File: config.mk
export PLATFORM = sky130hd
export DESIGN_NAME = wildcard_first_match_rule_table_top_flat
export DESIGN_NICKNAME = d
export VERILOG_FILES = /design/src/rtl/wfmrt_pkg.sv /design/src/rtl/wfmrt_if.sv /design/src/rtl/wfmrt_ram.sv /design/src/rtl/wfmrt_ctrl.sv /design/src/rtl/wfmrt_dp.sv /design/src/rtl/wildcard_first_match_rule_table_top.sv /design/src/flat_wrapper.sv
export SDC_FILE = /design/constraint.sdc
export NUM_CORES = 2
export LEC_CHECK = 0
export ABC_CLOCK_PERIOD_IN_PS = 3800
export BUFFER_PORTS_ARGS = -buffer_cell sky130_fd_sc_hd__buf_2
export CAP_MARGIN = 5
export CORE_MARGIN = 5
export CORE_UTILIZATION = 40
export CTS_CLUSTER_DIAMETER = 120
export DETAILED_ROUTE_END_ITERATION = 8
export GPL_TIMING_DRIVEN = 0
export PLACE_DENSITY = 0.61
export REMOVE_ABC_BUFFERS = 1
export SYNTH_ARGS = -nofsm -noshare
export SYNTH_HDL_FRONTEND = slang
export SYNTH_MEMORY_MAX_BITS = 65536
export SYNTH_SLANG_ARGS = --single-unit
export TNS_END_PERCENT = 30
File: constraint.sdc
create_clock -name clk -period 3.8 [get_ports clk]
set_input_delay 0.38 -clock clk [delete_from_list [all_inputs] [get_ports clk]]
set_output_delay 0.38 -clock clk [all_outputs]
set_load 0.02 [all_outputs]
File: src/rtl/wfmrt_pkg.sv
`timescale 1ns / 1ps

package wfmrt_pkg;

	// default table geometry
	localparam int MAX_RULES_DEF         = 32;
	localparam int PRODUCTS_PER_RULE_DEF = 4;
	localparam int MAX_ID_ENTRIES_DEF    = 32;

	// field widths
	localparam int REQ_W    = 3;
	localparam int IDX_W    = 5;
	localparam int SLOT_W   = 2;
	localparam int FAM_W    = 3;
	localparam int CONN_W   = 2;
	localparam int IDENT_W  = 8;
	localparam int ID_W     = 16;
	localparam int LEN_W    = 16;
	localparam int CNT_W    = 6;

	// request codes
	localparam logic [REQ_W-1:0] REQ_WR_ROW    = 3'd0;
	localparam logic [REQ_W-1:0] REQ_WR_PROD   = 3'd1;
	localparam logic [REQ_W-1:0] REQ_WR_ID     = 3'd2;
	localparam logic [REQ_W-1:0] REQ_LK_REPORT = 3'd3;
	localparam logic [REQ_W-1:0] REQ_LK_IDS    = 3'd4;
	localparam logic [REQ_W-1:0] REQ_FAM_IDS   = 3'd5;

	// APB register map (word select bit of paddr)
	localparam int PADDR_W = 3;
	localparam int PDATA_W = 32;
	localparam logic REG_ROWS_IN_USE = 1'b0;
	localparam logic REG_IDS_IN_USE  = 1'b1;

	typedef struct packed {
		logic [REQ_W-1:0]   req_type;
		logic [IDX_W-1:0]   entry_index;
		logic [SLOT_W-1:0]  product_slot;
		logic [FAM_W-1:0]   family_code;
		logic [CONN_W-1:0]  conn_type;
		logic [IDENT_W-1:0] report_ident;
		logic               check_report_id;
		logic [ID_W-1:0]    vendor_id;
		logic [ID_W-1:0]    product_id;
		logic [LEN_W-1:0]   report_length;
		logic [LEN_W-1:0]   length_min;
		logic [LEN_W-1:0]   length_max;
	} req_item_t;

	typedef struct packed {
		logic             hit;
		logic [IDX_W-1:0] row_found;
		logic [FAM_W-1:0] family_out;
	} rsp_item_t;

	typedef struct packed {
		logic [FAM_W-1:0]   family;
		logic [CONN_W-1:0]  conn;
		logic [IDENT_W-1:0] ident;
		logic [LEN_W-1:0]   len_lo;
		logic [LEN_W-1:0]   len_hi;
	} row_hdr_t;

	typedef struct packed {
		logic [ID_W-1:0]  vendor;
		logic [ID_W-1:0]  product;
		logic [FAM_W-1:0] family;
	} id_entry_t;

	// controller -> datapath
	typedef struct packed {
		logic capture;
		logic scan_clr;
		logic scan_run;
		logic mode_row;
		logic take;
		logic load_out;
	} dp_cmd_t;

	// datapath -> controller
	typedef struct packed {
		logic [REQ_W-1:0] req_type;
		logic             fam_zero;
		logic             found;
		logic             exhausted;
		logic             out_free;
	} dp_sts_t;

endpackage

File: src/rtl/wfmrt_if.sv
`timescale 1ns / 1ps

interface wfmrt_req_if;
	logic                                 valid;
	logic                                 ready;
	logic [wfmrt_pkg::REQ_W-1:0]          req_type;
	logic [wfmrt_pkg::IDX_W-1:0]          entry_index;
	logic [wfmrt_pkg::SLOT_W-1:0]         product_slot;
	logic [wfmrt_pkg::FAM_W-1:0]          family_code;
	logic [wfmrt_pkg::CONN_W-1:0]         conn_type;
	logic [wfmrt_pkg::IDENT_W-1:0]        report_ident;
	logic                                 check_report_id;
	logic [wfmrt_pkg::ID_W-1:0]           vendor_id;
	logic [wfmrt_pkg::ID_W-1:0]           product_id;
	logic [wfmrt_pkg::LEN_W-1:0]          report_length;
	logic [wfmrt_pkg::LEN_W-1:0]          length_min;
	logic [wfmrt_pkg::LEN_W-1:0]          length_max;

	modport source (
		output valid, req_type, entry_index, product_slot, family_code, conn_type,
		       report_ident, check_report_id, vendor_id, product_id, report_length,
		       length_min, length_max,
		input  ready
	);

	modport sink (
		input  valid, req_type, entry_index, product_slot, family_code, conn_type,
		       report_ident, check_report_id, vendor_id, product_id, report_length,
		       length_min, length_max,
		output ready
	);
endinterface

interface wfmrt_rsp_if;
	logic                         valid;
	logic                         ready;
	logic                         hit;
	logic [wfmrt_pkg::IDX_W-1:0]  row_found;
	logic [wfmrt_pkg::FAM_W-1:0]  family_out;

	modport source (
		output valid, hit, row_found, family_out,
		input  ready
	);

	modport sink (
		input  valid, hit, row_found, family_out,
		output ready
	);
endinterface

File: src/rtl/wfmrt_ram.sv
`timescale 1ns / 1ps

module wfmrt_ram #(
	parameter int WIDTH = 16,
	parameter int DEPTH = 32
) (
	input  logic                                          clk,
	input  logic                                          we,
	input  logic [((DEPTH > 1) ? $clog2(DEPTH) : 1)-1:0]  waddr,
	input  logic [WIDTH-1:0]                              wdata,
	input  logic [((DEPTH > 1) ? $clog2(DEPTH) : 1)-1:0]  raddr,
	output logic [WIDTH-1:0]                              rdata
);
	logic [WIDTH-1:0] mem [DEPTH];
	logic [WIDTH-1:0] rdata_q;

	always_ff @(posedge clk) begin
		if (we) begin
			mem[waddr] <= wdata;
		end
		rdata_q <= mem[raddr];
	end

	assign rdata = rdata_q;
endmodule

File: src/rtl/wfmrt_ctrl.sv
`timescale 1ns / 1ps

module wfmrt_ctrl (
	input  logic                clk,
	input  logic                arst_n,
	input  logic                in_valid,
	output logic                in_ready,
	input  wfmrt_pkg::dp_sts_t  sts,
	output wfmrt_pkg::dp_cmd_t  cmd
);
	localparam logic [2:0] S_IDLE   = 3'd0;
	localparam logic [2:0] S_DECODE = 3'd1;
	localparam logic [2:0] S_ID     = 3'd2;
	localparam logic [2:0] S_ROW    = 3'd3;
	localparam logic [2:0] S_DONE   = 3'd4;

	logic [2:0] state_q;
	logic [2:0] state_d;

	always_comb begin
		state_d = state_q;
		cmd     = '0;
		in_ready = 1'b0;
		case (state_q)
			S_IDLE: begin
				in_ready = 1'b1;
				if (in_valid) begin
					cmd.capture = 1'b1;
					state_d = S_DECODE;
				end
			end
			S_DECODE: begin
				if (sts.req_type == wfmrt_pkg::REQ_LK_REPORT && !sts.fam_zero) begin
					cmd.scan_clr = 1'b1;
					state_d = S_ROW;
				end else if (sts.req_type inside {wfmrt_pkg::REQ_LK_REPORT,
						wfmrt_pkg::REQ_LK_IDS, wfmrt_pkg::REQ_FAM_IDS}) begin
					cmd.scan_clr = 1'b1;
					state_d = S_ID;
				end else begin
					state_d = S_DONE;
				end
			end
			S_ID: begin
				cmd.scan_run = 1'b1;
				if (sts.found || sts.exhausted) begin
					cmd.take = sts.found;
					if (sts.req_type == wfmrt_pkg::REQ_FAM_IDS) begin
						state_d = S_DONE;
					end else begin
						cmd.scan_clr = 1'b1;
						state_d = S_ROW;
					end
				end
			end
			S_ROW: begin
				cmd.scan_run = 1'b1;
				cmd.mode_row = 1'b1;
				if (sts.found || sts.exhausted) begin
					cmd.take = sts.found;
					state_d = S_DONE;
				end
			end
			S_DONE: begin
				if (sts.out_free) begin
					cmd.load_out = 1'b1;
					state_d = S_IDLE;
				end
			end
			default: begin
				state_d = S_IDLE;
			end
		endcase
	end

	always_ff @(posedge clk or negedge arst_n) begin
		if (!arst_n) begin
			state_q <= S_IDLE;
		end else begin
			state_q <= state_d;
		end
	end
endmodule

File: src/rtl/wfmrt_dp.sv
`timescale 1ns / 1ps

module wfmrt_dp #(
	parameter int MAX_RULES         = wfmrt_pkg::MAX_RULES_DEF,
	parameter int PRODUCTS_PER_RULE = wfmrt_pkg::PRODUCTS_PER_RULE_DEF,
	parameter int MAX_ID_ENTRIES    = wfmrt_pkg::MAX_ID_ENTRIES_DEF
) (
	input  logic                          clk,
	input  logic                          arst_n,
	input  wfmrt_pkg::req_item_t          item,
	input  logic [wfmrt_pkg::CNT_W-1:0]   rows_in_use,
	input  logic [wfmrt_pkg::CNT_W-1:0]   ids_in_use,
	input  logic                          out_ready,
	output logic                          out_valid,
	output wfmrt_pkg::rsp_item_t          out_item,
	input  wfmrt_pkg::dp_cmd_t            cmd,
	output wfmrt_pkg::dp_sts_t            sts
);
	localparam int MAXD   = (MAX_RULES > MAX_ID_ENTRIES) ? MAX_RULES : MAX_ID_ENTRIES;
	localparam int SCAN_W = $clog2(MAXD + 1);
	localparam int RAW    = (MAX_RULES > 1) ? $clog2(MAX_RULES) : 1;
	localparam int IAW    = (MAX_ID_ENTRIES > 1) ? $clog2(MAX_ID_ENTRIES) : 1;
	localparam int HDR_W  = $bits(wfmrt_pkg::row_hdr_t);
	localparam int ENT_W  = $bits(wfmrt_pkg::id_entry_t);

	wfmrt_pkg::req_item_t          req_q;
	logic [wfmrt_pkg::FAM_W-1:0]   family_q;
	logic                          hit_q;
	logic [wfmrt_pkg::IDX_W-1:0]   row_q;
	logic [SCAN_W-1:0]             scan_q;
	logic [SCAN_W-1:0]             idx_s1;
	logic                          v_s1;
	logic                          out_valid_q;
	wfmrt_pkg::rsp_item_t          out_q;

	logic [8:0]          idx9;
	logic                wr_row_ok;
	logic                wr_id_ok;
	logic [8:0]          rows_c9;
	logic [8:0]          ids_c9;
	logic [SCAN_W-1:0]   limit;
	logic                more;

	wfmrt_pkg::row_hdr_t   hdr_wr;
	wfmrt_pkg::row_hdr_t   hdr_rd;
	wfmrt_pkg::id_entry_t  ent_wr;
	wfmrt_pkg::id_entry_t  ent_rd;
	logic [HDR_W-1:0]      hdr_rd_raw;
	logic [ENT_W-1:0]      ent_rd_raw;
	logic [wfmrt_pkg::ID_W-1:0] prod_rd [PRODUCTS_PER_RULE];

	logic                       chk_id;
	logic [wfmrt_pkg::LEN_W-1:0] len_eff;
	logic                       rule_hit;
	logic                       id_match;
	logic                       fam_ok;
	logic                       ident_ok;
	logic                       conn_ok;
	logic                       len_ok;
	logic                       prod_ok;
	logic                       prod_any;

	// table writes happen on the accepting edge
	assign idx9      = {4'b0000, item.entry_index};
	assign wr_row_ok = cmd.capture && (idx9 < 9'(MAX_RULES));
	assign wr_id_ok  = cmd.capture && (idx9 < 9'(MAX_ID_ENTRIES))
	                   && (item.req_type == wfmrt_pkg::REQ_WR_ID);

	assign hdr_wr = '{family: item.family_code, conn: item.conn_type,
	                  ident: item.report_ident, len_lo: item.length_min,
	                  len_hi: item.length_max};
	assign ent_wr = '{vendor: item.vendor_id, product: item.product_id,
	                  family: item.family_code};

	wfmrt_ram #(.WIDTH(HDR_W), .DEPTH(MAX_RULES)) u_hdr_ram (
		.clk   (clk),
		.we    (wr_row_ok && (item.req_type == wfmrt_pkg::REQ_WR_ROW)),
		.waddr (idx9[RAW-1:0]),
		.wdata (hdr_wr),
		.raddr (scan_q[RAW-1:0]),
		.rdata (hdr_rd_raw)
	);
	assign hdr_rd = hdr_rd_raw;

	for (genvar s = 0; s < PRODUCTS_PER_RULE; s++) begin : g_prod
		wfmrt_ram #(.WIDTH(wfmrt_pkg::ID_W), .DEPTH(MAX_RULES)) u_prod_ram (
			.clk   (clk),
			.we    (wr_row_ok && (item.req_type == wfmrt_pkg::REQ_WR_PROD)
			        && ({2'b00, item.product_slot} == 4'(s))),
			.waddr (idx9[RAW-1:0]),
			.wdata (item.product_id),
			.raddr (scan_q[RAW-1:0]),
			.rdata (prod_rd[s])
		);
	end

	wfmrt_ram #(.WIDTH(ENT_W), .DEPTH(MAX_ID_ENTRIES)) u_id_ram (
		.clk   (clk),
		.we    (wr_id_ok),
		.waddr (idx9[IAW-1:0]),
		.wdata (ent_wr),
		.raddr (scan_q[IAW-1:0]),
		.rdata (ent_rd_raw)
	);
	assign ent_rd = ent_rd_raw;

	// scan limit: register value clamped to table depth
	assign rows_c9 = (9'(rows_in_use) > 9'(MAX_RULES)) ? 9'(MAX_RULES) : 9'(rows_in_use);
	assign ids_c9  = (9'(ids_in_use) > 9'(MAX_ID_ENTRIES)) ?
	                 9'(MAX_ID_ENTRIES) : 9'(ids_in_use);
	assign limit   = cmd.mode_row ? SCAN_W'(rows_c9) : SCAN_W'(ids_c9);
	assign more    = scan_q < limit;

	// id entry compare
	assign id_match = (ent_rd.vendor == req_q.vendor_id)
	                  && (ent_rd.product == '0 || ent_rd.product == req_q.product_id);

	// row compare
	assign chk_id  = (req_q.req_type == wfmrt_pkg::REQ_LK_REPORT) && req_q.check_report_id;
	assign len_eff = (req_q.req_type == wfmrt_pkg::REQ_LK_REPORT) ? req_q.report_length : '0;

	always_comb begin
		prod_any = 1'b0;
		for (int s = 0; s < PRODUCTS_PER_RULE; s++) begin
			if (prod_rd[s] == req_q.product_id) begin
				prod_any = 1'b1;
			end
		end
	end

	assign fam_ok   = hdr_rd.family == family_q;
	assign ident_ok = !chk_id || (hdr_rd.ident == req_q.report_ident);
	assign conn_ok  = (hdr_rd.conn == '0) || (req_q.conn_type == '0)
	                  || (hdr_rd.conn == req_q.conn_type);
	assign len_ok   = (len_eff == '0) || (hdr_rd.len_lo == '0 && hdr_rd.len_hi == '0)
	                  || (((hdr_rd.len_lo == '0) || (len_eff >= hdr_rd.len_lo))
	                      && ((hdr_rd.len_hi == '0) || (len_eff <= hdr_rd.len_hi)));
	assign prod_ok  = (req_q.product_id == '0) || (prod_rd[0] == '0) || prod_any;
	assign rule_hit = fam_ok && ident_ok && conn_ok && len_ok && prod_ok;

	assign sts.req_type  = req_q.req_type;
	assign sts.fam_zero  = req_q.family_code == '0;
	assign sts.found     = v_s1 && (cmd.mode_row ? rule_hit : id_match);
	assign sts.exhausted = !v_s1 && !more;
	assign sts.out_free  = !out_valid_q || out_ready;

	always_ff @(posedge clk) begin
		if (cmd.capture) begin
			req_q    <= item;
			family_q <= (item.req_type == wfmrt_pkg::REQ_LK_REPORT) ? item.family_code : '0;
			hit_q    <= 1'b0;
			row_q    <= '0;
		end else if (cmd.take) begin
			if (cmd.mode_row) begin
				hit_q <= 1'b1;
				row_q <= wfmrt_pkg::IDX_W'(idx_s1);
			end else begin
				family_q <= ent_rd.family;
			end
		end
		if (cmd.scan_run) begin
			idx_s1 <= scan_q;
		end
		if (cmd.load_out) begin
			out_q <= '{hit: hit_q, row_found: row_q, family_out: family_q};
		end
	end

	always_ff @(posedge clk or negedge arst_n) begin
		if (!arst_n) begin
			scan_q      <= '0;
			v_s1        <= 1'b0;
			out_valid_q <= 1'b0;
		end else begin
			if (cmd.scan_clr) begin
				scan_q <= '0;
				v_s1   <= 1'b0;
			end else if (cmd.scan_run) begin
				v_s1 <= more;
				if (more) begin
					scan_q <= scan_q + SCAN_W'(1);
				end
			end
			if (cmd.load_out) begin
				out_valid_q <= 1'b1;
			end else if (out_ready) begin
				out_valid_q <= 1'b0;
			end
		end
	end

	assign out_valid = out_valid_q;
	assign out_item  = out_q;
endmodule

File: src/rtl/wildcard_first_match_rule_table_top.sv
`timescale 1ns / 1ps
// Channel   Dir  Kind            Transfer when
// req       in   valid/ready     req.valid && req.ready  (one request item)
// rsp       out  valid/ready     rsp.valid && rsp.ready  (one result item)
// apb       in   APB-style cfg   psel && penable && pwrite (pready tied high)
//
// Sequence: a write or unused request passes DECODE and DONE before the next ready.
// A lookup walks the ID table, the rule table or both (a report lookup with a
// nonzero family skips the IDs, a family-ID lookup skips the rows), one entry
// per cycle out of their registered-read RAMs; each walk stops at its first match.
// Reset: arst_n clears the controller, scan counter and output valid; table RAMs
// hold no reset and must be written before they are searched.
// Stalls: a finished result waits in the output register while the next request
// is taken; only loading a new result waits on rsp.ready.

module wildcard_first_match_rule_table_top #(
	parameter int MAX_RULES         = wfmrt_pkg::MAX_RULES_DEF,
	parameter int PRODUCTS_PER_RULE = wfmrt_pkg::PRODUCTS_PER_RULE_DEF,
	parameter int MAX_ID_ENTRIES    = wfmrt_pkg::MAX_ID_ENTRIES_DEF
) (
	input  logic                            clk,
	input  logic                            arst_n,
	wfmrt_req_if.sink                       req,
	wfmrt_rsp_if.source                     rsp,
	input  logic                            psel,
	input  logic                            penable,
	input  logic                            pwrite,
	input  logic [wfmrt_pkg::PADDR_W-1:0]   paddr,
	input  logic [wfmrt_pkg::PDATA_W-1:0]   pwdata,
	output logic [wfmrt_pkg::PDATA_W-1:0]   prdata,
	output logic                            pready
);
	wfmrt_pkg::req_item_t          item;
	wfmrt_pkg::rsp_item_t          out_item;
	wfmrt_pkg::dp_cmd_t            cmd;
	wfmrt_pkg::dp_sts_t            sts;
	logic                          in_ready;
	logic                          out_valid;
	logic [wfmrt_pkg::CNT_W-1:0]   rows_in_use_q;
	logic [wfmrt_pkg::CNT_W-1:0]   ids_in_use_q;
	logic                          cfg_wr;

	// gather the request payload into one item
	assign item = '{
		req_type:        req.req_type,
		entry_index:     req.entry_index,
		product_slot:    req.product_slot,
		family_code:     req.family_code,
		conn_type:       req.conn_type,
		report_ident:    req.report_ident,
		check_report_id: req.check_report_id,
		vendor_id:       req.vendor_id,
		product_id:      req.product_id,
		report_length:   req.report_length,
		length_min:      req.length_min,
		length_max:      req.length_max
	};
	assign req.ready = in_ready;

	assign rsp.valid      = out_valid;
	assign rsp.hit        = out_item.hit;
	assign rsp.row_found  = out_item.row_found;
	assign rsp.family_out = out_item.family_out;

	// configuration registers; paddr[2] selects the word, no wait states
	assign pready = 1'b1;
	assign cfg_wr = psel && penable && pwrite;

	always_ff @(posedge clk or negedge arst_n) begin
		if (!arst_n) begin
			rows_in_use_q <= '0;
			ids_in_use_q  <= '0;
		end else if (cfg_wr) begin
			case (paddr[2])
				wfmrt_pkg::REG_ROWS_IN_USE: rows_in_use_q <= pwdata[wfmrt_pkg::CNT_W-1:0];
				wfmrt_pkg::REG_IDS_IN_USE:  ids_in_use_q  <= pwdata[wfmrt_pkg::CNT_W-1:0];
				default: begin
				end
			endcase
		end
	end

	always_comb begin
		case (paddr[2])
			wfmrt_pkg::REG_ROWS_IN_USE: prdata = wfmrt_pkg::PDATA_W'(rows_in_use_q);
			wfmrt_pkg::REG_IDS_IN_USE:  prdata = wfmrt_pkg::PDATA_W'(ids_in_use_q);
			default:                    prdata = '0;
		endcase
	end

	// sequencer: accept, decode, walk IDs, walk rows, hand off the result
	wfmrt_ctrl u_ctrl (
		.clk      (clk),
		.arst_n   (arst_n),
		.in_valid (req.valid),
		.in_ready (in_ready),
		.sts      (sts),
		.cmd      (cmd)
	);

	// tables, compare logic, scan counter and output register
	wfmrt_dp #(
		.MAX_RULES         (MAX_RULES),
		.PRODUCTS_PER_RULE (PRODUCTS_PER_RULE),
		.MAX_ID_ENTRIES    (MAX_ID_ENTRIES)
	) u_dp (
		.clk         (clk),
		.arst_n      (arst_n),
		.item        (item),
		.rows_in_use (rows_in_use_q),
		.ids_in_use  (ids_in_use_q),
		.out_ready   (rsp.ready),
		.out_valid   (out_valid),
		.out_item    (out_item),
		.cmd         (cmd),
		.sts         (sts)
	);
endmodule

File: src/flat_wrapper.sv
// flat-port wrapper written by rule: the top's interface ports become plain ports
module wildcard_first_match_rule_table_top_flat 
#(
	parameter int MAX_RULES         = wfmrt_pkg::MAX_RULES_DEF,
	parameter int PRODUCTS_PER_RULE = wfmrt_pkg::PRODUCTS_PER_RULE_DEF,
	parameter int MAX_ID_ENTRIES    = wfmrt_pkg::MAX_ID_ENTRIES_DEF
)
  (clk, arst_n, psel, penable, pwrite, paddr, pwdata, prdata, pready, req_valid, req_req_type, req_entry_index, req_product_slot, req_family_code, req_conn_type, req_report_ident, req_check_report_id, req_vendor_id, req_product_id, req_report_length, req_length_min, req_length_max, req_ready, rsp_valid, rsp_hit, rsp_row_found, rsp_family_out, rsp_ready);
  wfmrt_req_if req_i ();
  wfmrt_rsp_if rsp_i ();
  input  logic clk;
  input  logic arst_n;
  input  logic psel;
  input  logic penable;
  input  logic pwrite;
  input  logic [wfmrt_pkg::PADDR_W-1:0] paddr;
  input  logic [wfmrt_pkg::PDATA_W-1:0] pwdata;
  output logic [wfmrt_pkg::PDATA_W-1:0] prdata;
  output logic pready;
  input wire logic [$bits(req_i.valid)-1:0] req_valid;
  input wire logic [$bits(req_i.req_type)-1:0] req_req_type;
  input wire logic [$bits(req_i.entry_index)-1:0] req_entry_index;
  input wire logic [$bits(req_i.product_slot)-1:0] req_product_slot;
  input wire logic [$bits(req_i.family_code)-1:0] req_family_code;
  input wire logic [$bits(req_i.conn_type)-1:0] req_conn_type;
  input wire logic [$bits(req_i.report_ident)-1:0] req_report_ident;
  input wire logic [$bits(req_i.check_report_id)-1:0] req_check_report_id;
  input wire logic [$bits(req_i.vendor_id)-1:0] req_vendor_id;
  input wire logic [$bits(req_i.product_id)-1:0] req_product_id;
  input wire logic [$bits(req_i.report_length)-1:0] req_report_length;
  input wire logic [$bits(req_i.length_min)-1:0] req_length_min;
  input wire logic [$bits(req_i.length_max)-1:0] req_length_max;
  output wire logic [$bits(req_i.ready)-1:0] req_ready;
  output wire logic [$bits(rsp_i.valid)-1:0] rsp_valid;
  output wire logic [$bits(rsp_i.hit)-1:0] rsp_hit;
  output wire logic [$bits(rsp_i.row_found)-1:0] rsp_row_found;
  output wire logic [$bits(rsp_i.family_out)-1:0] rsp_family_out;
  input wire logic [$bits(rsp_i.ready)-1:0] rsp_ready;
  assign req_i.valid = req_valid;
  assign req_i.req_type = req_req_type;
  assign req_i.entry_index = req_entry_index;
  assign req_i.product_slot = req_product_slot;
  assign req_i.family_code = req_family_code;
  assign req_i.conn_type = req_conn_type;
  assign req_i.report_ident = req_report_ident;
  assign req_i.check_report_id = req_check_report_id;
  assign req_i.vendor_id = req_vendor_id;
  assign req_i.product_id = req_product_id;
  assign req_i.report_length = req_report_length;
  assign req_i.length_min = req_length_min;
  assign req_i.length_max = req_length_max;
  assign req_ready = req_i.ready;
  assign rsp_valid = rsp_i.valid;
  assign rsp_hit = rsp_i.hit;
  assign rsp_row_found = rsp_i.row_found;
  assign rsp_family_out = rsp_i.family_out;
  assign rsp_i.ready = rsp_ready;
  wildcard_first_match_rule_table_top #(.MAX_RULES(MAX_RULES), .PRODUCTS_PER_RULE(PRODUCTS_PER_RULE), .MAX_ID_ENTRIES(MAX_ID_ENTRIES)) u_core (.clk(clk), .arst_n(arst_n), .req(req_i), .rsp(rsp_i), .psel(psel), .penable(penable), .pwrite(pwrite), .paddr(paddr), .pwdata(pwdata), .prdata(prdata), .pready(pready));
endmodule
==> impl_metrics.sql <==
INSERT INTO impl_metrics (metric_group, metric, value, unit) VALUES
('clock_network', 'deepest_clock_path_buffer_count', '4', ''),
('flow_run', 'max-cap-violations', '0', ''),
('drt', 'avgViaCountPerCell', '5.75', ''),
('floorplan', 'fp.coreArea', '0.463', 'mm2'),
('yosys', 'syn-mean-instance-area', '22.7', 'um2'),
('pwr', 'proportion_of_total_power_due_to_net_switching', '0.265', ''),
('drt', 'detail_route.wirelength', '479000', 'um'),
('yosys', 'synth_seq_cells', '4863', ''),
('timing', 'final_critical_path_setup_slack', '-0.101', 'ns'),
('clock_network', 'cts_buffer_count', '473', ''),
('placed_design', 'post-place-ws', '-1.68', 'ns'),
('timing', 'worst_pin_slew', '1.33', 'ns'),
('floorplan', 'std_cell_rows', '250', ''),
('setup_path', 'critPathRequiredTime', '4.46', 'ns'),
('pwr', 'power.share.combinational', '0.233', ''),
('grt', 'gr-usage-all-layers', '0.196', ''),
('clock_network', 'clk_pin_slew_worst_paths', '0.06', 'ns'),
('grt', 'grt.overflow.total', '0', ''),
('timing', 'fin_skew', '0.0944', 'ns'),
('placed_design', 'hpwlAfterDp', '286000', 'um'),
('setup_path', 'criticalPathCategory', 'register to register', ''),
('drt', 'detailedRoute.firstIterationViolations', '10800', ''),
('yosys', 'synth_seq_area_share', '0.780', ''),
('drt', 'antenna_violating_nets_post_route', '0', ''),
('layout', 'final_nets', '9060', ''),
('yosys', 'synth-async-reset-ratio', '0.00473', ''),
('floorplan', 'fp.dieH', '691', 'um'),
('floorplan', 'initial_core_util', '0.400', ''),
('yosys', 'yosysWarningCount', '0', ''),
('pwr', 'total_power_divided_by_cell_area', '643', 'mW/mm2'),
('timing', 'timing.max_slew.rel_slack', '0.112', ''),
('timing', 'finalCriticalPeriod', '3.90', 'ns'),
('pwr', 'internal-power', '103', 'mW'),
('setup_path', 'startpoint_class', 'register', ''),
('drt', 'drt_pass1_iterations', '8', ''),
('grt', 'first_global_vias', '90500', ''),
('floorplan', 'boundary_pin_count', '190', ''),
('pwr', 'net-switching-power', '37.2', 'mW'),
('setup_path', 'worstPathArrival', '4.56', 'ns'),
('layout', 'number_of_fill_cells', '36900', ''),
('run_status', 'run_status', 'finished, violations left', ''),
('clock_network', 'clk-insertion-delay-late', '1.06', 'ns'),
('layout', 'flow.area_growth_from_synthesis', '17.9', '%'),
('clock_network', 'htree_levels', '5', ''),
('worst_hold_path', 'worstHoldPathType', 'input port to register', ''),
('drt', 'wire_per_inst', '30.9', 'um'),
('floorplan', 'design.die.area', '0.477', 'mm2'),
('drt', 'drc_violations_left', '0', ''),
('timing', 'fin_worst_hold_slack', '0.130', 'ns'),
('timing', 'hold_violation_total_from_the_final_report', '0', ''),
('drt', 'num_vias', '89000', ''),
('clock_network', 'clk_root_buffer_cell', 'sky130_fd_sc_hd__clkbuf_16', ''),
('timing', 'rsz0062_at_grt', 'yes', ''),
('grt', 'number_of_antenna_violations_at_the_first_check_in_global_routing', '38', ''),
('pwr', 'pwr-share-seq', '0.435', ''),
('timing', 'setup_viol_count_final', '87', ''),
('yosys', 'edff_count_synth', '4690', ''),
('placed_design', 'port-buffer-count', '134', ''),
('timing', 'final_max_slew_viol_count', '0', ''),
('pwr', 'share_clk_of_total_power', '0.332', ''),
('yosys', 'dominantRegCellSynth', 'sky130_fd_sc_hd__edfxtp_1', ''),
('run_status', 'violations', 'setup timing', ''),
('placed_design', 'placed_cell_count', '14400', ''),
('layout', 'fin_util', '0.472', ''),
('layout', 'finalNonFillerCells', '15500', ''),
('clock_network', 'cts_tree', 'done', ''),
('layout', 'layout-drive-gt1-share', '0.307', ''),
('grt', 'grt_max_degree', '130', ''),
('pwr', 'vdd.ir_drop.worst', '0.440', 'mV'),
('timing', 'min_period_over_period', '1.03', ''),
('floorplan', 'die_w', '691', 'um'),
('clock_network', 'cts.sinks', '4863', ''),
('pwr', 'static_leakage_power', '67.6', 'nW'),
('timing', 'max_clock_freq', '256', 'MHz'),
('setup_path', 'crit_path_end_kind', 'register', ''),
('setup_path', 'path_max_fanout', '32', ''),
('yosys', 'synth.distinct_cells', '64', ''),
('yosys', 'synth.cell_area', '0.185', 'mm2'),
('placed_design', 'routabilityCongestion', '0.790', ''),
('yosys', 'post_synth_inst_count', '8152', ''),
('grt', 'first_pass_grt_wire_length', '677000', 'um');
[cell families (layout without fill, tap and decap cells)]
kind of cell	count (synthesis)	count (layout)	synth area share
multiplexers	1613	1613	0.170
adder cells (fa/ha/maj)	37	37	0.00249
other	2	40	0.0000405
buffers and inverters	506	1623	0.0126
AO/OA/AOI/OAI	441	441	0.0162
AND/OR/NAND/NOR	577	577	0.0142
XOR/XNOR	113	113	0.00534
flip-flops	4863	4863	0.780
[path summary, 6_finish.rpt]
kind	slack, ns	depth (start not counted)	start	to
max	-0.10	8	u_core.u_ctrl.state_q[1]	u_core.u_dp.g_prod[1].u_prod_ram.mem[23][9]
min	0.13	1	req_family_code[2]	u_core.u_dp.u_hdr_ram.mem[26][44]
max reg2reg	-0.10	8	u_core.u_ctrl.state_q[1]	u_core.u_dp.g_prod[1].u_prod_ram.mem[23][9]
min reg2reg	0.43	0	u_core.u_dp.hit_q	u_core.u_dp.out_item[8]
max in group asynchronous	2.26	3	arst_n	u_core.u_dp.scan_q[1]
min in group asynchronous	0.69	3	arst_n	u_core.rows_in_use_q[4]
[critical path, cell delays in order (launching register included)]
cell and delay, ns:
sky130_fd_sc_hd__dfrtp_1 0.48, sky130_fd_sc_hd__nor3_2 0.26, sky130_fd_sc_hd__nand2_2 0.18, sky130_fd_sc_hd__nor4b_2 0.40, sky130_fd_sc_hd__buf_6 0.23, sky130_fd_sc_hd__nor2b_1 0.24
sky130_fd_sc_hd__nand2_2 0.63, sky130_fd_sc_hd__nor2_2 0.84, sky130_fd_sc_hd__buf_16 0.23
[flip-flops by register name (all words and copies together), names as in the netlist, 5 cells and up]
signal,flops
u_core.u_dp.req_q,62
u_core.u_dp.scan_q,6
u_core.u_dp.idx_s1,5
u_core.u_dp.g_prod.u_prod_ram.mem,2048
u_core.u_dp.u_hdr_ram.mem,1440
u_core.u_dp.u_hdr_ram.rdata,45
u_core.u_dp.out_item,9
u_core.rows_in_use_q,6
u_core.u_dp.u_id_ram.rdata,35
u_core.u_dp.u_id_ram.mem,1120
u_core.ids_in_use_q,6
u_core.u_dp.row_q,5
u_core.u_dp.g_prod.u_prod_ram.rdata,64
[per-layer routing]
| layer | up-vias | global-route usage | wire [um] |
|---|---|---|---|
| met4 | 10 | 0.0697 | 18300 |
| met3 | 869 | 0.0302 | 35700 |
| met5 | - | 0 | 67 |
| met2 | 3912 | 0.321 | 234000 |
| met1 | 48300 | 0.269 | 190000 |
| li1 | 35900 | - | - |
[final cells by class]
class                           instances  area, um2  share of cell area
Timing Repair Buffer                  683      10800              0.0492
Clock buffer                          633      13000              0.0597
Inverter                               49        190            0.000871
Clock inverter                        258       2480              0.0114
Multi-Input combinational cell       2808      39700               0.182
Antenna cell                           13       32.5            0.000149
Sequential cell                      4863     144000               0.661
Tap cell                             6174       7720              0.0354
[cells in the mapped netlist, types with 23 or more instances]
| master | number | area [um2] |
|---|---|---|
| sky130_fd_sc_hd__buf_4 | 64 | 480 |
| sky130_fd_sc_hd__xnor2_1 | 66 | 578 |
| sky130_fd_sc_hd__nor4_1 | 41 | 257 |
| sky130_fd_sc_hd__o21ai_0 | 124 | 621 |
| sky130_fd_sc_hd__o221ai_1 | 138 | 1210 |
| sky130_fd_sc_hd__dfrtp_1 | 23 | 576 |
| sky130_fd_sc_hd__buf_1 | 38 | 143 |
| sky130_fd_sc_hd__buf_2 | 143 | 716 |
| sky130_fd_sc_hd__mux2i_1 | 254 | 2540 |
| sky130_fd_sc_hd__xor2_1 | 47 | 412 |
| sky130_fd_sc_hd__nor2_1 | 233 | 875 |
| sky130_fd_sc_hd__nor2b_1 | 35 | 219 |
| sky130_fd_sc_hd__nand2_1 | 164 | 616 |
| sky130_fd_sc_hd__o22ai_1 | 40 | 250 |
| sky130_fd_sc_hd__dfxtp_1 | 150 | 3000 |
| sky130_fd_sc_hd__inv_1 | 48 | 180 |
| sky130_fd_sc_hd__mux2_2 | 155 | 1750 |
| sky130_fd_sc_hd__a21oi_1 | 67 | 335 |
| sky130_fd_sc_hd__mux4_2 | 1204 | 27100 |
| sky130_fd_sc_hd__clkbuf_1 | 210 | 788 |
| sky130_fd_sc_hd__nand4_1 | 29 | 181 |
| sky130_fd_sc_hd__edfxtp_1 | 4690 | 141000 |
| sky130_fd_sc_hd__ha_1 | 36 | 450 |
[layout by cell type, fill, tap and decap left out, drive strengths merged, types with 19 or more instances in the layout]
cell         instances
nor2b               35
clkinv             197
xnor2               66
nand4               29
and2                19
bufinv              36
dfrtp               23
clkbuf             633
o21ai              124
o221ai             138
o22ai               40
edfxtp            4690
inv                 59
conb                27
nand2              165
a211oi              20
nor4                41
ha                  36
nor2               233
xor2                47
buf                543
dlygate4sd3        125
mux2i              254
dfxtp              150
mux2               155
a21oi               67
mux4              1204
[timing repair]
action / 4_1_cts / 5_1_grt
buffers inserted: 29 / 4
resized for setup: 27 / 25
cloned: 17 / 0
hold buffers: 125 / 0
pin swaps: 9 / 2
endpoints found under the setup margin: 1145 / 669
endpoints found under the hold margin: 3007 / 0
[per-stage QoR]
| step | total power, mW | cell area [um2] | setup TNS [ns] |
|---|---|---|---|
| 4_1_cts | 142 | 218000 | -8.08 |
| 3_5_place_dp | 93.8 | 200000 | -163.03 |
| 6_report | 140 | 218000 | -4.41 |
| 2_1_floorplan | 74.0 | 183000 | -8353.38 |
| 3_3_place_gp | 73.3 | 192000 | - |
| 5_1_grt | 146 | 218000 | -62.82 |
[power by group through the flow]
stage                     Clock [mW]  Combinational (mW)  Sequential (mW)
after global placement             0                11.2             62.0
after global routing            49.7                34.8             61.1
after detailed placement           0                31.4             62.4
after CTS                       47.4                33.1             61.0
after floorplan                    0                11.8             62.2
final                           46.6                32.7             61.1
(Power assumes the default switching activity.)
